<file path="config.mk">
export PLATFORM = sky130hd
export DESIGN_NAME = length_prefixed_nal_to_start_codes
export DESIGN_NICKNAME = d
export VERILOG_FILES = /design/src/rtl/core/lpnsc_pkg.sv /design/src/rtl/core/lpnsc_front.sv /design/src/rtl/core/lpnsc_queue.sv /design/src/rtl/core/lpnsc_back.sv /design/src/rtl/core/length_prefixed_nal_to_start_codes.sv
export SDC_FILE = /design/constraint.sdc
export NUM_CORES = 1
export LEC_CHECK = 0
export ABC_CLOCK_PERIOD_IN_PS = 5300
export BUFFER_PORTS_ARGS = -buffer_cell sky130_fd_sc_hd__buf_2
export CAP_MARGIN = 20
export CORE_ASPECT_RATIO = 1.25
export CORE_MARGIN = 8
export CORE_UTILIZATION = 25
export DETAILED_ROUTE_END_ITERATION = 16
export PLACE_DENSITY = 0.4
export SYNTH_ARGS = -nofsm -noshare
export SYNTH_HDL_FRONTEND = slang
export SYNTH_SLANG_ARGS = --single-unit
</file>
<file path="constraint.sdc">
create_clock -name clk -period 5.3 [get_ports clk]
set_input_delay 0.53 -clock clk [delete_from_list [all_inputs] [get_ports clk]]
set_output_delay 0.53 -clock clk [all_outputs]
set_load 0.1 [all_outputs]
</file>
<file path="src/rtl/core/lpnsc_pkg.sv">
package lpnsc_pkg;

	localparam int QUEUE_DEPTH_DEF = 4;

	localparam logic [2:0] LENGTH_SIZE_RESET = 3'd4;

	localparam logic [1:0] KIND_START   = 2'd0;
	localparam logic [1:0] KIND_PAYLOAD = 2'd1;
	localparam logic [1:0] KIND_TRUNC   = 2'd2;

	// Commands passed from the framing front end to the output back end.
	typedef enum logic [2:0] {
		OP_START4,
		OP_START3,
		OP_PAY,
		OP_PAY_TRUNC,
		OP_TRUNC
	} op_t;

	typedef struct packed {
		op_t        op;
		logic [7:0] data;
	} cmd_t;

endpackage

</file>
<file path="src/rtl/core/lpnsc_front.sv">
module lpnsc_front
	import lpnsc_pkg::*;
(
	input  logic       clk,
	input  logic       arst_n,
	input  logic       cfg_we,
	input  logic [2:0] cfg_wdata,
	input  logic       in_valid,
	output logic       in_ready,
	input  logic [7:0] in_byte,
	input  logic       sample_first,
	input  logic       sample_last,
	input  logic       q_full,
	output logic       push,
	output cmd_t       push_cmd
);

	logic [2:0]  length_size_q;
	logic        in_payload_q;
	logic [2:0]  prefix_count_q;
	logic [31:0] length_accum_q;
	logic [31:0] payload_left_q;
	logic        first_unit_q;

	logic        ip, fu, nip, nfu, has_cmd, accept;
	logic [2:0]  pc, npc, pc_inc, eff_size;
	logic [31:0] acc, nacc, pl, npl, new_acc;
	op_t         op;

	assign in_ready = !q_full;
	assign accept   = in_valid && in_ready;

	always_comb begin
		if (length_size_q == 3'd0) begin
			eff_size = 3'd1;
		end else if (length_size_q > 3'd4) begin
			eff_size = 3'd4;
		end else begin
			eff_size = length_size_q;
		end
	end

	always_comb begin
		// A new sample restarts framing before its first byte is handled.
		ip  = sample_first ? 1'b0  : in_payload_q;
		pc  = sample_first ? 3'd0  : prefix_count_q;
		acc = sample_first ? 32'd0 : length_accum_q;
		pl  = sample_first ? 32'd0 : payload_left_q;
		fu  = sample_first ? 1'b1  : first_unit_q;

		new_acc = {acc[23:0], in_byte};
		pc_inc  = pc + 3'd1;

		nip     = ip;
		npc     = pc;
		nacc    = acc;
		npl     = pl;
		nfu     = fu;
		has_cmd = 1'b0;
		op      = OP_PAY;

		if (!ip) begin
			if (pc_inc >= eff_size) begin
				// A unit with a nonzero length that ends the sample has no bytes and gets no start code.
				if (!(sample_last && new_acc != 32'd0)) begin
					has_cmd = 1'b1;
					op      = fu ? OP_START4 : OP_START3;
				end
				nfu  = 1'b0;
				npc  = 3'd0;
				nacc = 32'd0;
				if (new_acc != 32'd0) begin
					nip = 1'b1;
					npl = new_acc;
				end
			end else begin
				npc  = pc_inc;
				nacc = new_acc;
			end
		end else begin
			has_cmd = 1'b1;
			op      = OP_PAY;
			npl     = pl - 32'd1;
			if (npl == 32'd0) begin
				nip = 1'b0;
			end
		end

		if (sample_last) begin
			if (nip || npc != 3'd0) begin
				op      = has_cmd ? OP_PAY_TRUNC : OP_TRUNC;
				has_cmd = 1'b1;
			end
			nip  = 1'b0;
			npc  = 3'd0;
			nacc = 32'd0;
			npl  = 32'd0;
			nfu  = 1'b1;
		end
	end

	assign push          = accept && has_cmd;
	assign push_cmd.op   = op;
	assign push_cmd.data = in_byte;

	always_ff @(posedge clk or negedge arst_n) begin
		if (!arst_n) begin
			length_size_q  <= LENGTH_SIZE_RESET;
			in_payload_q   <= 1'b0;
			prefix_count_q <= 3'd0;
			length_accum_q <= 32'd0;
			payload_left_q <= 32'd0;
			first_unit_q   <= 1'b1;
		end else begin
			if (cfg_we) begin
				length_size_q <= cfg_wdata;
			end
			if (accept) begin
				in_payload_q   <= nip;
				prefix_count_q <= npc;
				length_accum_q <= nacc;
				payload_left_q <= npl;
				first_unit_q   <= nfu;
			end
		end
	end

endmodule

</file>
<file path="src/rtl/core/lpnsc_queue.sv">
module lpnsc_queue
	import lpnsc_pkg::*;
#(
	parameter int DEPTH = QUEUE_DEPTH_DEF
) (
	input  logic clk,
	input  logic arst_n,
	input  logic push,
	input  cmd_t push_cmd,
	output logic full,
	input  logic pop,
	output logic empty,
	output cmd_t head_cmd
);

	localparam int PTR_W = (DEPTH > 1) ? $clog2(DEPTH) : 1;
	localparam int CNT_W = $clog2(DEPTH + 1);
	localparam logic [PTR_W-1:0] LAST_PTR = PTR_W'(DEPTH - 1);
	localparam logic [CNT_W-1:0] FULL_CNT = CNT_W'(DEPTH);

	cmd_t             entry_q [DEPTH];
	logic [PTR_W-1:0] wr_ptr_q, rd_ptr_q;
	logic [CNT_W-1:0] count_q;

	assign full     = (count_q == FULL_CNT);
	assign empty    = (count_q == '0);
	assign head_cmd = entry_q[rd_ptr_q];

	always_ff @(posedge clk) begin
		if (push) begin
			entry_q[wr_ptr_q] <= push_cmd;
		end
	end

	always_ff @(posedge clk or negedge arst_n) begin
		if (!arst_n) begin
			wr_ptr_q <= '0;
			rd_ptr_q <= '0;
			count_q  <= '0;
		end else begin
			if (push) begin
				wr_ptr_q <= (wr_ptr_q == LAST_PTR) ? '0 : wr_ptr_q + PTR_W'(1);
			end
			if (pop) begin
				rd_ptr_q <= (rd_ptr_q == LAST_PTR) ? '0 : rd_ptr_q + PTR_W'(1);
			end
			if (push && !pop) begin
				count_q <= count_q + CNT_W'(1);
			end else if (pop && !push) begin
				count_q <= count_q - CNT_W'(1);
			end
		end
	end

endmodule

</file>
<file path="src/rtl/core/lpnsc_back.sv">
module lpnsc_back
	import lpnsc_pkg::*;
(
	input  logic       clk,
	input  logic       arst_n,
	input  logic       q_empty,
	input  cmd_t       head_cmd,
	output logic       pop,
	output logic       out_valid,
	input  logic       out_ready,
	output logic [7:0] out_byte,
	output logic [1:0] out_kind,
	output logic       out_last
);

	logic [1:0] beat_q;
	logic       out_valid_q;
	logic [7:0] out_byte_q;
	logic [1:0] out_kind_q;
	logic       out_last_q;

	logic       load, final_beat;
	logic [7:0] b_byte;
	logic [1:0] b_kind;

	assign load = !out_valid_q || out_ready;
	assign pop  = load && !q_empty && final_beat;

	// Expand the head request into the byte of the current beat.
	always_comb begin
		b_byte     = 8'd0;
		b_kind     = KIND_START;
		final_beat = 1'b1;
		unique case (head_cmd.op)
			OP_START4: begin
				b_byte     = (beat_q == 2'd3) ? 8'd1 : 8'd0;
				final_beat = (beat_q == 2'd3);
			end
			OP_START3: begin
				b_byte     = (beat_q == 2'd2) ? 8'd1 : 8'd0;
				final_beat = (beat_q == 2'd2);
			end
			OP_PAY: begin
				b_byte = head_cmd.data;
				b_kind = KIND_PAYLOAD;
			end
			OP_PAY_TRUNC: begin
				final_beat = (beat_q == 2'd1);
				if (beat_q == 2'd0) begin
					b_byte = head_cmd.data;
					b_kind = KIND_PAYLOAD;
				end else begin
					b_kind = KIND_TRUNC;
				end
			end
			OP_TRUNC: begin
				b_kind = KIND_TRUNC;
			end
			default: begin
				b_kind = KIND_TRUNC;
			end
		endcase
	end

	always_ff @(posedge clk or negedge arst_n) begin
		if (!arst_n) begin
			beat_q      <= 2'd0;
			out_valid_q <= 1'b0;
		end else if (load) begin
			out_valid_q <= !q_empty;
			if (!q_empty) begin
				beat_q <= final_beat ? 2'd0 : beat_q + 2'd1;
			end
		end
	end

	always_ff @(posedge clk) begin
		if (load && !q_empty) begin
			out_byte_q <= b_byte;
			out_kind_q <= b_kind;
			out_last_q <= final_beat;
		end
	end

	assign out_valid = out_valid_q;
	assign out_byte  = out_byte_q;
	assign out_kind  = out_kind_q;
	assign out_last  = out_last_q;

endmodule

</file>
<file path="src/rtl/core/length_prefixed_nal_to_start_codes.sv">
// An accepted byte that makes a request goes into the queue and then into the
// output register. Throughput: one input byte per cycle while the queue is not
// full; the output register emits one byte per cycle while out_ready allows,
// so a start code is four or three bytes and a truncated payload byte two,
// with QUEUE_DEPTH requests buffered between. Reset: arst_n clears framing
// state and the queue at once; length_size returns to 4.
module length_prefixed_nal_to_start_codes
	import lpnsc_pkg::*;
#(
	parameter int QUEUE_DEPTH = QUEUE_DEPTH_DEF
) (
	input  logic       clk,
	input  logic       arst_n,
	input  logic       cfg_we,
	input  logic [2:0] cfg_wdata,
	input  logic       in_valid,
	output logic       in_ready,
	input  logic [7:0] in_byte,
	input  logic       sample_first,
	input  logic       sample_last,
	output logic       out_valid,
	input  logic       out_ready,
	output logic [7:0] out_byte,
	output logic [1:0] out_kind,
	output logic       out_last
);

	logic q_full, q_empty, push, pop;
	cmd_t push_cmd, head_cmd;

	lpnsc_front u_front (
		.clk          (clk),
		.arst_n       (arst_n),
		.cfg_we       (cfg_we),
		.cfg_wdata    (cfg_wdata),
		.in_valid     (in_valid),
		.in_ready     (in_ready),
		.in_byte      (in_byte),
		.sample_first (sample_first),
		.sample_last  (sample_last),
		.q_full       (q_full),
		.push         (push),
		.push_cmd     (push_cmd)
	);

	lpnsc_queue #(
		.DEPTH (QUEUE_DEPTH)
	) u_queue (
		.clk      (clk),
		.arst_n   (arst_n),
		.push     (push),
		.push_cmd (push_cmd),
		.full     (q_full),
		.pop      (pop),
		.empty    (q_empty),
		.head_cmd (head_cmd)
	);

	lpnsc_back u_back (
		.clk       (clk),
		.arst_n    (arst_n),
		.q_empty   (q_empty),
		.head_cmd  (head_cmd),
		.pop       (pop),
		.out_valid (out_valid),
		.out_ready (out_ready),
		.out_byte  (out_byte),
		.out_kind  (out_kind),
		.out_last  (out_last)
	);

endmodule

</file>
* Word level (Yosys, flattened, before mapping) *
Memory sizes are Yosys's and may differ from the RTL's.
Cells that the tools add are included.

storage, ports and cells
  memories kept = 1
  logic and storage cells = 109
  memory bits (writable) = 44
  register bits after elaboration = 85

memory list
  name             words  width  rd ports  clocked after memory_dff  write ports  RTL line           source
  u_queue.entry_q  4      11     1         0                         1            lpnsc_queue.sv:21  cmd_t entry_q [DEPTH];

cells by class
  add/sub/neg operators = 7
  equal/unequal tests = 9
  $lt $le $gt $ge = 2
  bitwise gates (word level) = 1
  mux-type cells = 51
  reduce and logical (&&, ||, !) cells = 24

operators by type and width
  cell                                                  number
  2-to-1 mux 32 bit                                     5
  2-to-1 mux 24 bit                                     4
  2-to-1 mux 3 bit                                      14
  zero test 32 bit                                      1
  case mux 8 bit (4 select lines)                       1
  nonzero test 32 bit                                   1
  subtractor 32 x 1 -> 32 bit (second input constant)   1
  2-to-1 mux 1 bit                                      20
  zero test 3 bit                                       3
  equality test 2 bit (second input constant)           4
  2-to-1 mux 2 bit                                      4
  2-to-1 mux 8 bit                                      1
  logical AND 1 bit                                     7
  adder 2 x 1 -> 2 bit (second input constant)          3
  adder 3 x 1 -> 3 bit (second input constant)          2
  equality test 3 x 2 -> 1 bit (second input constant)  2
  case mux 2 bit (3 select lines)                       1
  zero test 1 bit                                       5
  equality test 3 x 1 -> 1 bit (second input constant)  1
  equality test 3 bit (second input constant)           1
  greater-or-equal comparator 3 bit                     1
  > comparator 3 bit (second input constant)            1
  case mux 1 bit (3 select lines)                       1
  nonzero test 3 bit                                    1
  other kinds (8)                                       9

* Depth between registers and ports, before layout *
Gate-level depths: netlist (run 1).

  word-level depth = 15
  mapped depth = 19
  mapped depth without buffers = 17

* Hierarchy *
From an unflattened synthesis (run 1), not the netlist that was laid out.

second synthesis, totals
  cells, all modules = 711
  area, all modules = 7379.6 um^2

modules (own cells, without submodules)
  module       seq. area each (um^2)  area each (um^2)  cells each  instances
  lpnsc_front  1604.0                 4705.8            569         1
  lpnsc_queue  1496.4                 2008.2            94          1
  lpnsc_back   405.4                  665.6             48          1

* Worst setup path before layout (run 1) *
OpenSTA, ideal clock, no wires.

  path kind = in2reg
  start point = input sample_first
  end point = register u_queue.count_q[2]
  setup slack = 959 ps
  data arrival time = 4262 ps
  data required time = 5221 ps
  library setup time = 79 ps
  stages on the path = 19
  path through = inv_1 clkbuf_1 clkbuf_1 nand2_1 ha_1 or3b_2 o31a_1 nor3_4 mux2_4 nand3_2 nor4_4 a41o_1 a21oi_4 ha_1 inv_1 fa_1 xor2_1 nor2_1 xor2_1

on the way
  longest elaborated chain between the ends = 13
  elaborated cells on any way between the ends = 29
  those cells by class = 2 x add/sub; 1 x order compare; 16 x mux; 10 x reduce/logical

ends and longest elaborated chain
  item                                                                                 RTL line                                  source
  from (decl)                                                                          length_prefixed_nal_to_start_codes.sv:19  input logic sample_first,
  parallel branches: the longest is 8 deep, another holds subtractor 32 x 1 -> 32 bit  n/a
  2-to-1 mux 1 bit (*)                                                                 lpnsc_front.sv:89                         if (sample_last) begin
  logical AND 1 bit (*)                                                                lpnsc_front.sv:102                        assign push = accept && has_cmd;
  net push                                                                             length_prefixed_nal_to_start_codes.sv:28  logic q_full, q_empty, push, pop;
  zero test 1 bit                                                                      lpnsc_queue.sv:49                         end else if (pop && !push) begin
  logical AND 1 bit                                                                    lpnsc_queue.sv:49
  nonzero test 2 bit (no line)                                                         n/a
  to (signal assigned)                                                                 lpnsc_queue.sv:48                         count_q <= count_q + CNT_W'(1);
  to (signal assigned)                                                                 lpnsc_queue.sv:50                         count_q <= count_q - CNT_W'(1);
  to (decl)                                                                            lpnsc_queue.sv:23                         logic [CNT_W-1:0] count_q;

Mark *: on every way through the listed nets, which the timed path passes.
A chain may end at the register's enable or synchronous reset.

* Worst setup path in the final report (run 1) *
Same ends and word-level chain as after synthesis.

==> results of run 1 <==
sequential cells by signal, indices dropped and copies added (netlist names), 2 cells and up:
signal / count
u_back.out_kind: 2
u_front.length_accum_q: 24
u_front.prefix_count_q: 3
u_queue.count_q: 3
u_front.payload_left_q: 32
u_queue.wr_ptr_q: 2
u_back.beat_q: 2
u_front.length_size_q: 3
u_back.out_byte: 8
u_queue.entry_q: 44
u_queue.rd_ptr_q: 2
cell families after synthesis:
| family | after synthesis | synth area share (%) |
|---|---|---|
| compound gates | 205 | 18.69 |
| simple gates | 213 | 16.86 |
| flops | 129 | 48.71 |
| mux | 27 | 5.946 |
| fa+ha+maj | 17 | 3.060 |
| xor+xnor | 23 | 2.799 |
| buf+inv | 65 | 3.929 |
cells in the final DEF (no fill, tap or decap), drive strengths merged, types with 4 or more instances in the layout:
| cell type | count |
|---|---|
| dfrtp | 72 |
| nand2 | 65 |
| o21ai | 63 |
| edfxtp | 55 |
| buf | 47 |
| a21oi | 46 |
| nor2 | 31 |
| a22o | 29 |
| inv | 26 |
| nor3 | 20 |
| nor4 | 19 |
| clkbuf | 18 |
| nor2b | 17 |
| ha | 16 |
| nand3 | 16 |
| xor2 | 13 |
| mux4 | 11 |
| xnor2 | 10 |
| mux2i | 9 |
| nand4 | 9 |
| o31ai | 8 |
| a21o | 8 |
| or4 | 8 |
| a211oi | 7 |
| o22ai | 7 |
| mux2 | 7 |
| a32o | 6 |
| and2 | 6 |
| nand2b | 4 |
| or3 | 4 |
| a31oi | 4 |
| o2bb2ai | 4 |
| bufinv | 4 |
area by class of cell:
| type | count | area, um2 |
|---|---|---|
| Inverter | 21 | 78.83 |
| Clock buffer | 18 | 429.2 |
| Fill cell | 2894 | 20020 |
| Multi-Input combinational cell | 485 | 3425 |
| Timing Repair Buffer | 47 | 300.3 |
| Tap cell | 355 | 444.2 |
| Sequential cell | 129 | 3506 |
| Clock inverter | 14 | 202.7 |
worst max-delay path: stages:
cell and delay (ns):
sky130_fd_sc_hd__buf_2 0.13, sky130_fd_sc_hd__buf_4 0.34, sky130_fd_sc_hd__nor2b_1 0.13, sky130_fd_sc_hd__ha_1 0.34, sky130_fd_sc_hd__ha_1 0.30, sky130_fd_sc_hd__a21o_1 0.17
sky130_fd_sc_hd__a21oi_1 0.50, sky130_fd_sc_hd__nor2_1 0.12, sky130_fd_sc_hd__o21ai_0 0.35, sky130_fd_sc_hd__nor3_1 0.15, sky130_fd_sc_hd__a21oi_4 0.27, sky130_fd_sc_hd__ha_1 0.22
sky130_fd_sc_hd__inv_1 0.06, sky130_fd_sc_hd__fa_1 0.37, sky130_fd_sc_hd__xor2_1 0.17, sky130_fd_sc_hd__nor2_1 0.11, sky130_fd_sc_hd__xor2_1 0.16
final timing paths:
kind | slack, ns | cells past startpoint | start | end
hold / removal | 0.01 | 1 | arst_n | u_front.payload_left_q[31]$_DFFE_PN0P_
max in group asynchronous | 4.62 | 2 | arst_n | u_front.first_unit_q$_DFFE_PN1P_
setup reg to reg | 1.25 | 12 | u_front.payload_left_q[4]$_DFFE_PN0P_ | u_queue.count_q[1]$_DFFE_PN0P_
hold reg to reg | 0.48 | 2 | u_back.out_valid$_DFFE_PN0N_ | u_back.out_valid$_DFFE_PN0N_
setup / recovery | 1.19 | 17 | sample_first | u_queue.count_q[2]$_DFFE_PN0P_
min in group clk | 0.31 | 2 | cfg_we | u_front.length_size_q[2]$_DFFE_PN1P_
where the power goes:
part           switching [mW]  total [mW]  internal [mW]
combinational            1.62        2.49          0.872
clock                   0.477        1.27          0.796
sequential              0.305        1.62           1.31
per-stage QoR:
step / cell area [um2] / std cells / hold slack (ns)
final: 8386 / 1069 / 0.01444
after global routing: 8386 / 1069 / 0.02870
after CTS: 8358 / 1068 / 0.2998
after detailed placement: 7726 / 1036 / 0.4757
after global placement: 7726 / 1036 / 0.4646
after floorplan: 7197 / 679 / 0.2344
routing by layer:
metal / up-vias / track usage [%] / share of wire, %
met4: 0 / 5.589 / 2.8
li1: 2599 / - / -
met2: 165 / 22.99 / 50
met5: - / 0 / 0
met3: 33 / 2.610 / 4.4
met1: 2894 / 16.17 / 43
==> impl_table.tex, run 1 <==
\begin{tabular}{lr}
\hline
Metric & Value \\
\hline
\multicolumn{2}{l}{\textbf{Logic synthesis}} \\
Sequential-to-total area share from yosys stat & around half \\
Number of enable-type register cells in the synthesized netlist & between 50 and 60 \\
Fraction of synthesis flops using an asynchronous set or reset pin & 57.36\% \\
Library cell with the largest summed area after synthesis & sky130\_fd\_sc\_hd\_\_dfrtp\_1 \\
Commonest register cell after synthesis & sky130\_fd\_sc\_hd\_\_dfrtp\_1 \\
Number of cells produced by synthesis & $\sim$680 \\
Mapped Avg Cell Area & 10.60 um2 \\
Post-synth net total & slightly above 700 \\
Synth area leaders & sky130\_fd\_sc\_hd\_\_dfrtp\_1 (25\%), sky130\_fd\_sc\_hd\_\_edfxtp\_1 (23\%), sky130\_fd\_sc\_hd\_\_o21ai\_0 (4.0\%) \\
Distinct cell type count of the synthesized netlist & 74 \\
Register bit count reported by yosys & 129 \\
Synth top cells by count & sky130\_fd\_sc\_hd\_\_dfrtp\_1 (72), sky130\_fd\_sc\_hd\_\_nand2\_1 (65), sky130\_fd\_sc\_hd\_\_o21ai\_0 (58), sky130\_fd\_sc\_hd\_\_edfxtp\_1 (55), sky130\_fd\_sc\_hd\_\_a21oi\_1 (45) \\
Cell area after synthesis & 7197 um2 \\
Most frequent cell after synthesis & sky130\_fd\_sc\_hd\_\_dfrtp\_1 \\
Warning count from the yosys run & 0 \\
Share of the synthesized area in the top cell type & between 20\% and 30\% \\
\multicolumn{2}{l}{\textbf{Clock tree}} \\
Clock insertion delay at the later pin of the skew report & $\sim$0.43 ns \\
Reg clk slew, reported paths & roughly 0.06 ns \\
CTS H-tree lvls & 4 \\
CTS tree & built \\
Number of sinks handled by clock tree synthesis & around 130 \\
Post-CTS setup buffers & 0 \\
CTS Buf Count & 17 \\
Number of gates resized after cts & 0 \\
Quantity of hold-fixing buffers added after cts & 0 \\
Root buf cell & sky130\_fd\_sc\_hd\_\_clkbuf\_16 \\
Max Root-Sink Buffers & 2 \\
\multicolumn{2}{l}{\textbf{Place}} \\
Pre-CTS setup slack & between 0.7 and 0.8 ns \\
Weighted congestion reported at the end of routability-driven placement & just under 0.9 \\
Post-detail-place hpwl & between 15 and 20 mm \\
Input/output buffers & 30 \\
\multicolumn{2}{l}{\textbf{Critical path}} \\
CP startpoint kind & input pin \\
Data arrival time of the critical path & around 4.5 ns \\
Data required time at the worst endpoint & approximately 5.7 ns \\
Category of the critical setup timing path & in2reg \\
Worst-path maximum fanout & 31 \\
Critical Path End Type & flip-flop \\
\multicolumn{2}{l}{\textbf{Pwr}} \\
Total power divided by cell area & 642.3 nW/um2 \\
Tot Pwr & 5.386 mW \\
Standby leakage power & between 3 and 4 nW \\
IR Drop Worst-Case VDD & about 0.27 mV \\
\multicolumn{2}{l}{\textbf{Finish}} \\
Synthesis-to-finish area growth & 16.52\% \\
Utilization after layout & between 20 and 30\% \\
Proportion of layout cells with a drive suffix above 1 & 17.09\% \\
Final \#Nets & about 740 \\
Number of antenna cells inserted & 0 \\
\multicolumn{2}{l}{\textbf{Timing}} \\
Final-report max-slew violation count & 0 \\
Number of setup violations in the final report & 0 \\
Count of final hold-check violations & 0 \\
Least setup slack across all paths after layout & between 1 and 1.5 ns \\
RSZ-0062 raised after global routing & false \\
Pin slew with the least headroom to its limit & between 0.9 and 1 ns \\
Slew HR & 36.58\% \\
Max Fclk & roughly 240 MHz \\
Clock Skews & a little over 0.009 ns \\
Setup Total Neg Slack & 0 ns \\
Shortest clock period the worst path allows after layout & around 4.1 ns \\
Crit share post-route & 77.45\% \\
\multicolumn{2}{l}{\textbf{Global routing}} \\
First-pass GRT wire length & 35.23 mm \\
Number of global-route vias before repair & about 5800 \\
Maximum number of pins on one net before global-route repair & 75 \\
Antenna violations before repair & 1 \\
Total routing usage reported by global routing & approximately 13\% \\
Overflow left after global routing & 0 \\
\multicolumn{2}{l}{\textbf{Floorplan}} \\
Core Box Area & approximately 28000 um2 \\
\# IOs & 31 \\
Initial core utilization & roughly 25\% \\
Die Y-Extent & $\sim$210 um \\
Die area & 34510 um2 \\
Die Span X & 167.8 um \\
Core Rows & between 60 and 70 \\
\multicolumn{2}{l}{\textbf{Routing}} \\
Ratio of routed vias to standard cells & roughly 5.3 \\
Detailed-route wire length & about 22 mm \\
Violation count after the first detailed-routing iteration & about 390 \\
Residual antenna-violating net count after detailed routing & 0 \\
Residual DRC count & 0 \\
Detailed-route wire length per cell & about 21 um \\
Iteration count of the initial detailed-routing pass & 5 \\
Number of vias after detailed routing & $\sim$5700 \\
\multicolumn{2}{l}{\textbf{Job}} \\
Maximum Capacitance Violations & 0 \\
\multicolumn{2}{l}{\textbf{Outcome}} \\
Run status & completed \\
\multicolumn{2}{l}{\textbf{Hold path}} \\
HP Class & in2async \\
\hline
\end{tabular}
Note: power is estimated with default switching activity, not from simulation.
==> inputs of run 2 (changes only) <==
- ABC_AREA: default -> 1
- ABC_CLOCK_PERIOD_IN_PS: 5300 -> 3550
- PLACE_DENSITY: 0.4 -> 0.41
- clock period: 5.3 -> 3.55 ns (I/O delays scaled with it)
==> run 2 against run 1 <==
Flip-flop and latch count is the same. Area after synthesis up 7.8%. Die area increased by 7.1%. Total power rose by 73%. Non-clock buffer count is 128 higher. Register-to-register slack got worse by 1.1 ns. Cell count is 46% higher. Worst hold slack better by 0.12 ns. Design area up 20%. Clock power grew 36%. Sequential power rose by 40%. Count of clock-buffer cells in the layout is 1 lower. Critical endpoint is now u_queue.count_q[1]$_DFFE_PN0P_. Largest cell class is now multi-input gates. Highest routed layer unchanged.
==> impl_table.tex, run 2 <==
\begin{tabular}{lr}
\hline
Metric & Value \\
\hline
\multicolumn{2}{l}{\textbf{Logic synthesis}} \\
Register bit count reported by yosys & about 130 \\
Share of the synthesized area in the top cell type & between 20\% and 30\% \\
Library cell with the largest summed area after synthesis & sky130\_fd\_sc\_hd\_\_dfrtp\_1 \\
Sequential-to-total area share from yosys stat & 45.19\% \\
Cell area after synthesis & just under 8000 um2 \\
Fraction of synthesis flops using an asynchronous set or reset pin & a little under three fifths \\
Synth top cells by count & sky130\_fd\_sc\_hd\_\_nand2\_1 (257), sky130\_fd\_sc\_hd\_\_nor2\_1 (119), sky130\_fd\_sc\_hd\_\_inv\_1 (96), sky130\_fd\_sc\_hd\_\_o21ai\_0 (87), sky130\_fd\_sc\_hd\_\_dfrtp\_1 (72) \\
Synth area leaders & sky130\_fd\_sc\_hd\_\_dfrtp\_1 (23\%), sky130\_fd\_sc\_hd\_\_edfxtp\_1 (21\%), sky130\_fd\_sc\_hd\_\_nand2\_1 (12\%) \\
Distinct cell type count of the synthesized netlist & 47 \\
Post-synth net total & 1027 \\
Mapped Avg Cell Area & approximately 7.8 um2 \\
Commonest register cell after synthesis & sky130\_fd\_sc\_hd\_\_dfrtp\_1 \\
Number of cells produced by synthesis & 992 \\
Most frequent cell after synthesis & sky130\_fd\_sc\_hd\_\_nand2\_1 \\
Warning count from the yosys run & 0 \\
Number of enable-type register cells in the synthesized netlist & between 50 and 60 \\
\multicolumn{2}{l}{\textbf{Finish}} \\
Final instance area & slightly above 10000 um2 \\
Multi-input combinational cell area & around 3700 um2 \\
Filler-free cell count of the finished design & roughly 1600 \\
Synthesis-to-finish area growth & 29.66\% \\
Most common cell after layout, fill and taps aside & sky130\_fd\_sc\_hd\_\_nand2\_1 \\
Final \#Nets & about 1200 \\
Utilization after layout & between 30 and 40\% \\
Proportion of layout cells with a drive suffix above 1 & a little over a quarter \\
Reg area & between 3000 and 4000 um2 \\
Number of fill cells in the layout & $\sim$3300 \\
Top Registers & u\_queue.entry\_q: 44 flops, u\_front.payload\_left\_q: 32 flops, u\_front.length\_accum\_q: 24 flops \\
Max FFs per register & 44 \\
Number of antenna cells inserted & 0 \\
Largest reg by FF count & u\_queue.entry\_q \\
Commonest cells after routing, fill and taps aside & sky130\_fd\_sc\_hd\_\_nand2\_1 (256), sky130\_fd\_sc\_hd\_\_buf\_4 (139), sky130\_fd\_sc\_hd\_\_nor2\_1 (110), sky130\_fd\_sc\_hd\_\_inv\_1 (93), sky130\_fd\_sc\_hd\_\_o21ai\_0 (83) \\
\multicolumn{2}{l}{\textbf{Timing}} \\
Least setup slack across all paths after layout & between 0.15 and 0.2 ns \\
Crit share post-route & between 90\% and 100\% \\
Final-report max-slew violation count & 0 \\
Shortest clock period the worst path allows after layout & $\sim$3.4 ns \\
Clock Skews & 0.01220 ns \\
Pin slew with the least headroom to its limit & 0.6482 ns \\
Number of setup violations in the final report & 0 \\
Slew HR & a little under three fifths \\
Count of final hold-check violations & 0 \\
Max Fclk & $\sim$300 MHz \\
RSZ-0062 raised after global routing & true \\
\multicolumn{2}{l}{\textbf{Critical path}} \\
Number of cells on the worst reg-to-reg path & 22 \\
Crit-path cells & nand2\_1 > ha\_2 > nand3\_2 > nor2\_2 > buf\_4 > xor2\_2 > nand2\_1 > nor2\_1 > nand3\_1 > nor2\_1 > nand3\_1 > nand2\_2 > nand2\_1 > nand2\_2 > nand2\_4 > nand2\_4 > inv\_2 > ha\_1 > inv\_1 > fa\_2 > nor2\_1 > a21oi\_1 \\
Critical Path End Type & flip-flop \\
Worst-path maximum fanout & 6 \\
Max incr delay on CP & roughly 0.43 ns \\
Data arrival time of the critical path & $\sim$3.7 ns \\
Worst-path cell with the longest stage delay & sky130\_fd\_sc\_hd\_\_fa\_2 \\
Logic depth of the worst path, buffers included & 22 \\
Category of the critical setup timing path & reg2reg \\
Family with the most delay on the worst path & simple AND/OR/NAND/NOR gates \\
CP startpoint kind & flip-flop \\
Data required time at the worst endpoint & about 3.9 ns \\
Worst path buffer plus inverter count & 3 \\
\multicolumn{2}{l}{\textbf{Place}} \\
Post-detail-place hpwl & about 18 mm \\
Pre-CTS setup slack & -0.3295 ns \\
Weighted congestion reported at the end of routability-driven placement & roughly 0.84 \\
Input/output buffers & 30 \\
Post-Place Cells & roughly 1500 \\
Placement-stage cell area & about 9300 um2 \\
\multicolumn{2}{l}{\textbf{Floorplan}} \\
Die Span X & between 150 and 200 um \\
Core Rows & 72 \\
\# IOs & 31 \\
Die Y-Extent & between 200 and 250 um \\
Core Box Area & 30720 um2 \\
Die area & roughly 37000 um2 \\
Initial core utilization & 25.26\% \\
\multicolumn{2}{l}{\textbf{Global routing}} \\
Antenna violations before repair & 0 \\
Maximum number of pins on one net before global-route repair & 75 \\
Total routing usage reported by global routing & a little over an eighth \\
Number of global-route vias before repair & between 6000 and 7000 \\
First-pass GRT wire length & 39.03 mm \\
Overflow left after global routing & 0 \\
\multicolumn{2}{l}{\textbf{Clock tree}} \\
Reg clk slew, reported paths & roughly 0.070 ns \\
CTS tree & built \\
Clock insertion delay at the later pin of the skew report & 0.44 ns \\
Number of sinks handled by clock tree synthesis & $\sim$130 \\
Max Root-Sink Buffers & 2 \\
CTS Buf Count & 17 \\
Root buf cell & sky130\_fd\_sc\_hd\_\_clkbuf\_16 \\
CTS H-tree lvls & 4 \\
\multicolumn{2}{l}{\textbf{Routing}} \\
Detailed-route wire length per cell & between 15 and 20 um \\
Residual DRC count & 0 \\
Violation count after the first detailed-routing iteration & just over 400 \\
Ratio of routed vias to standard cells & roughly 4.5 \\
Detailed-route wire length & 24.85 mm \\
Number of vias after detailed routing & between 6000 and 7000 \\
Residual antenna-violating net count after detailed routing & 0 \\
Iteration count of the initial detailed-routing pass & 5 \\
\multicolumn{2}{l}{\textbf{Hold path}} \\
Worst Hold Depth & 3 \\
HP Class & in2reg \\
\multicolumn{2}{l}{\textbf{Pwr}} \\
IR Drop Worst-Case VDD & just under 0.4 mV \\
Total power divided by cell area & 928.3 nW/um2 \\
Tot Pwr & about 9.3 mW \\
Standby leakage power & roughly 5 nW \\
\multicolumn{2}{l}{\textbf{Outcome}} \\
Run status & completed \\
\multicolumn{2}{l}{\textbf{Job}} \\
Maximum Capacitance Violations & 0 \\
\hline
\end{tabular}
## run 2: area by class of cell
type | instances | area share [%]
clock buffers | 17 | 4.229
clock inverters | 15 | 1.443
inverters | 106 | 4.005
multi-input cells | 717 | 37.23
flip-flops and latches | 129 | 34.85
well taps | 407 | 5.062
repair buffers | 175 | 13.18
## run 2: per-layer routing
layer / GRT usage, % / vias up / share of wire [%]
met4: 5.255 / 0 / 2.3
met1: 15.88 / 3290 / 44
met2: 24.93 / 82 / 52
met3: 2.211 / 31 / 2.4
met5: 0 / - / 0
li1: - / 3579 / -
## run 2: logic make-up (layout without fill, tap and decap cells)
family | count (synthesis) | after routing | share of synthesized area (%)
compound gates | 200 | 200 | 14.88
simple gates | 489 | 489 | 27.87
mux | 1 | 1 | 0.1451
flops | 129 | 129 | 45.19
fa+ha+maj | 17 | 17 | 2.838
buf+inv | 146 | 313 | 7.950
xor+xnor | 10 | 10 | 1.129
## run 2: report_power, final
group / internal [mW] / switching [mW] / total, mW
clock network: 0.931 / 0.798 / 1.73
registers: 2.01 / 0.249 / 2.26
logic: 1.97 / 3.38 / 5.35
total: 4.91 / 4.43 / 9.34
## run 2: stage by stage
stage | setup TNS (ns) | hold WS [ns]
after floorplan | 0 | 0.05941
after global placement | -8.822 | 0.4696
after detailed placement | -10.55 | 0.4709
after CTS | 0 | 0.1282
after global routing | -0.1061 | 0.1446
final | 0 | 0.1378
## run 2: worst reg2reg max path: cells and delay by family (launching register included)
kind,cells,cell delay [ns]
AO/OA/AOI/OAI,1,0.05
adder cells (fa/ha/maj),3,0.84
buffers and inverters,3,0.27
AND/OR/NAND/NOR,14,1.56
flip-flops,1,0.40
XOR/XNOR,1,0.14
## run 2: timing repair
item | CTS | global route
hold buffers | 0 | 1
setup buffers | 0 | 5
setup endpoints to repair | 10 | 24
gates resized for setup | 1 | 26
hold endpoints to repair | 0 | 30
cloned | 0 | 0
pin swaps | 0 | 5
## run 2: final timing paths
kind	startpoint	end	slack, ns
hold / removal	cfg_wdata[0]	u_front.length_size_q[0]$_DFFE_PN0P_	0.14
min in group asynchronous	arst_n	u_front.length_size_q[1]$_DFFE_PN0P_	0.42
max in group asynchronous	arst_n	u_front.first_unit_q$_DFFE_PN1P_	2.47
hold reg to reg	u_front.payload_left_q[29]$_DFFE_PN0P_	u_front.payload_left_q[29]$_DFFE_PN0P_	0.49
setup reg to reg	u_front.payload_left_q[1]$_DFFE_PN0P_	u_queue.count_q[1]$_DFFE_PN0P_	0.17
setup / recovery	u_front.payload_left_q[1]$_DFFE_PN0P_	u_queue.count_q[1]$_DFFE_PN0P_	0.17
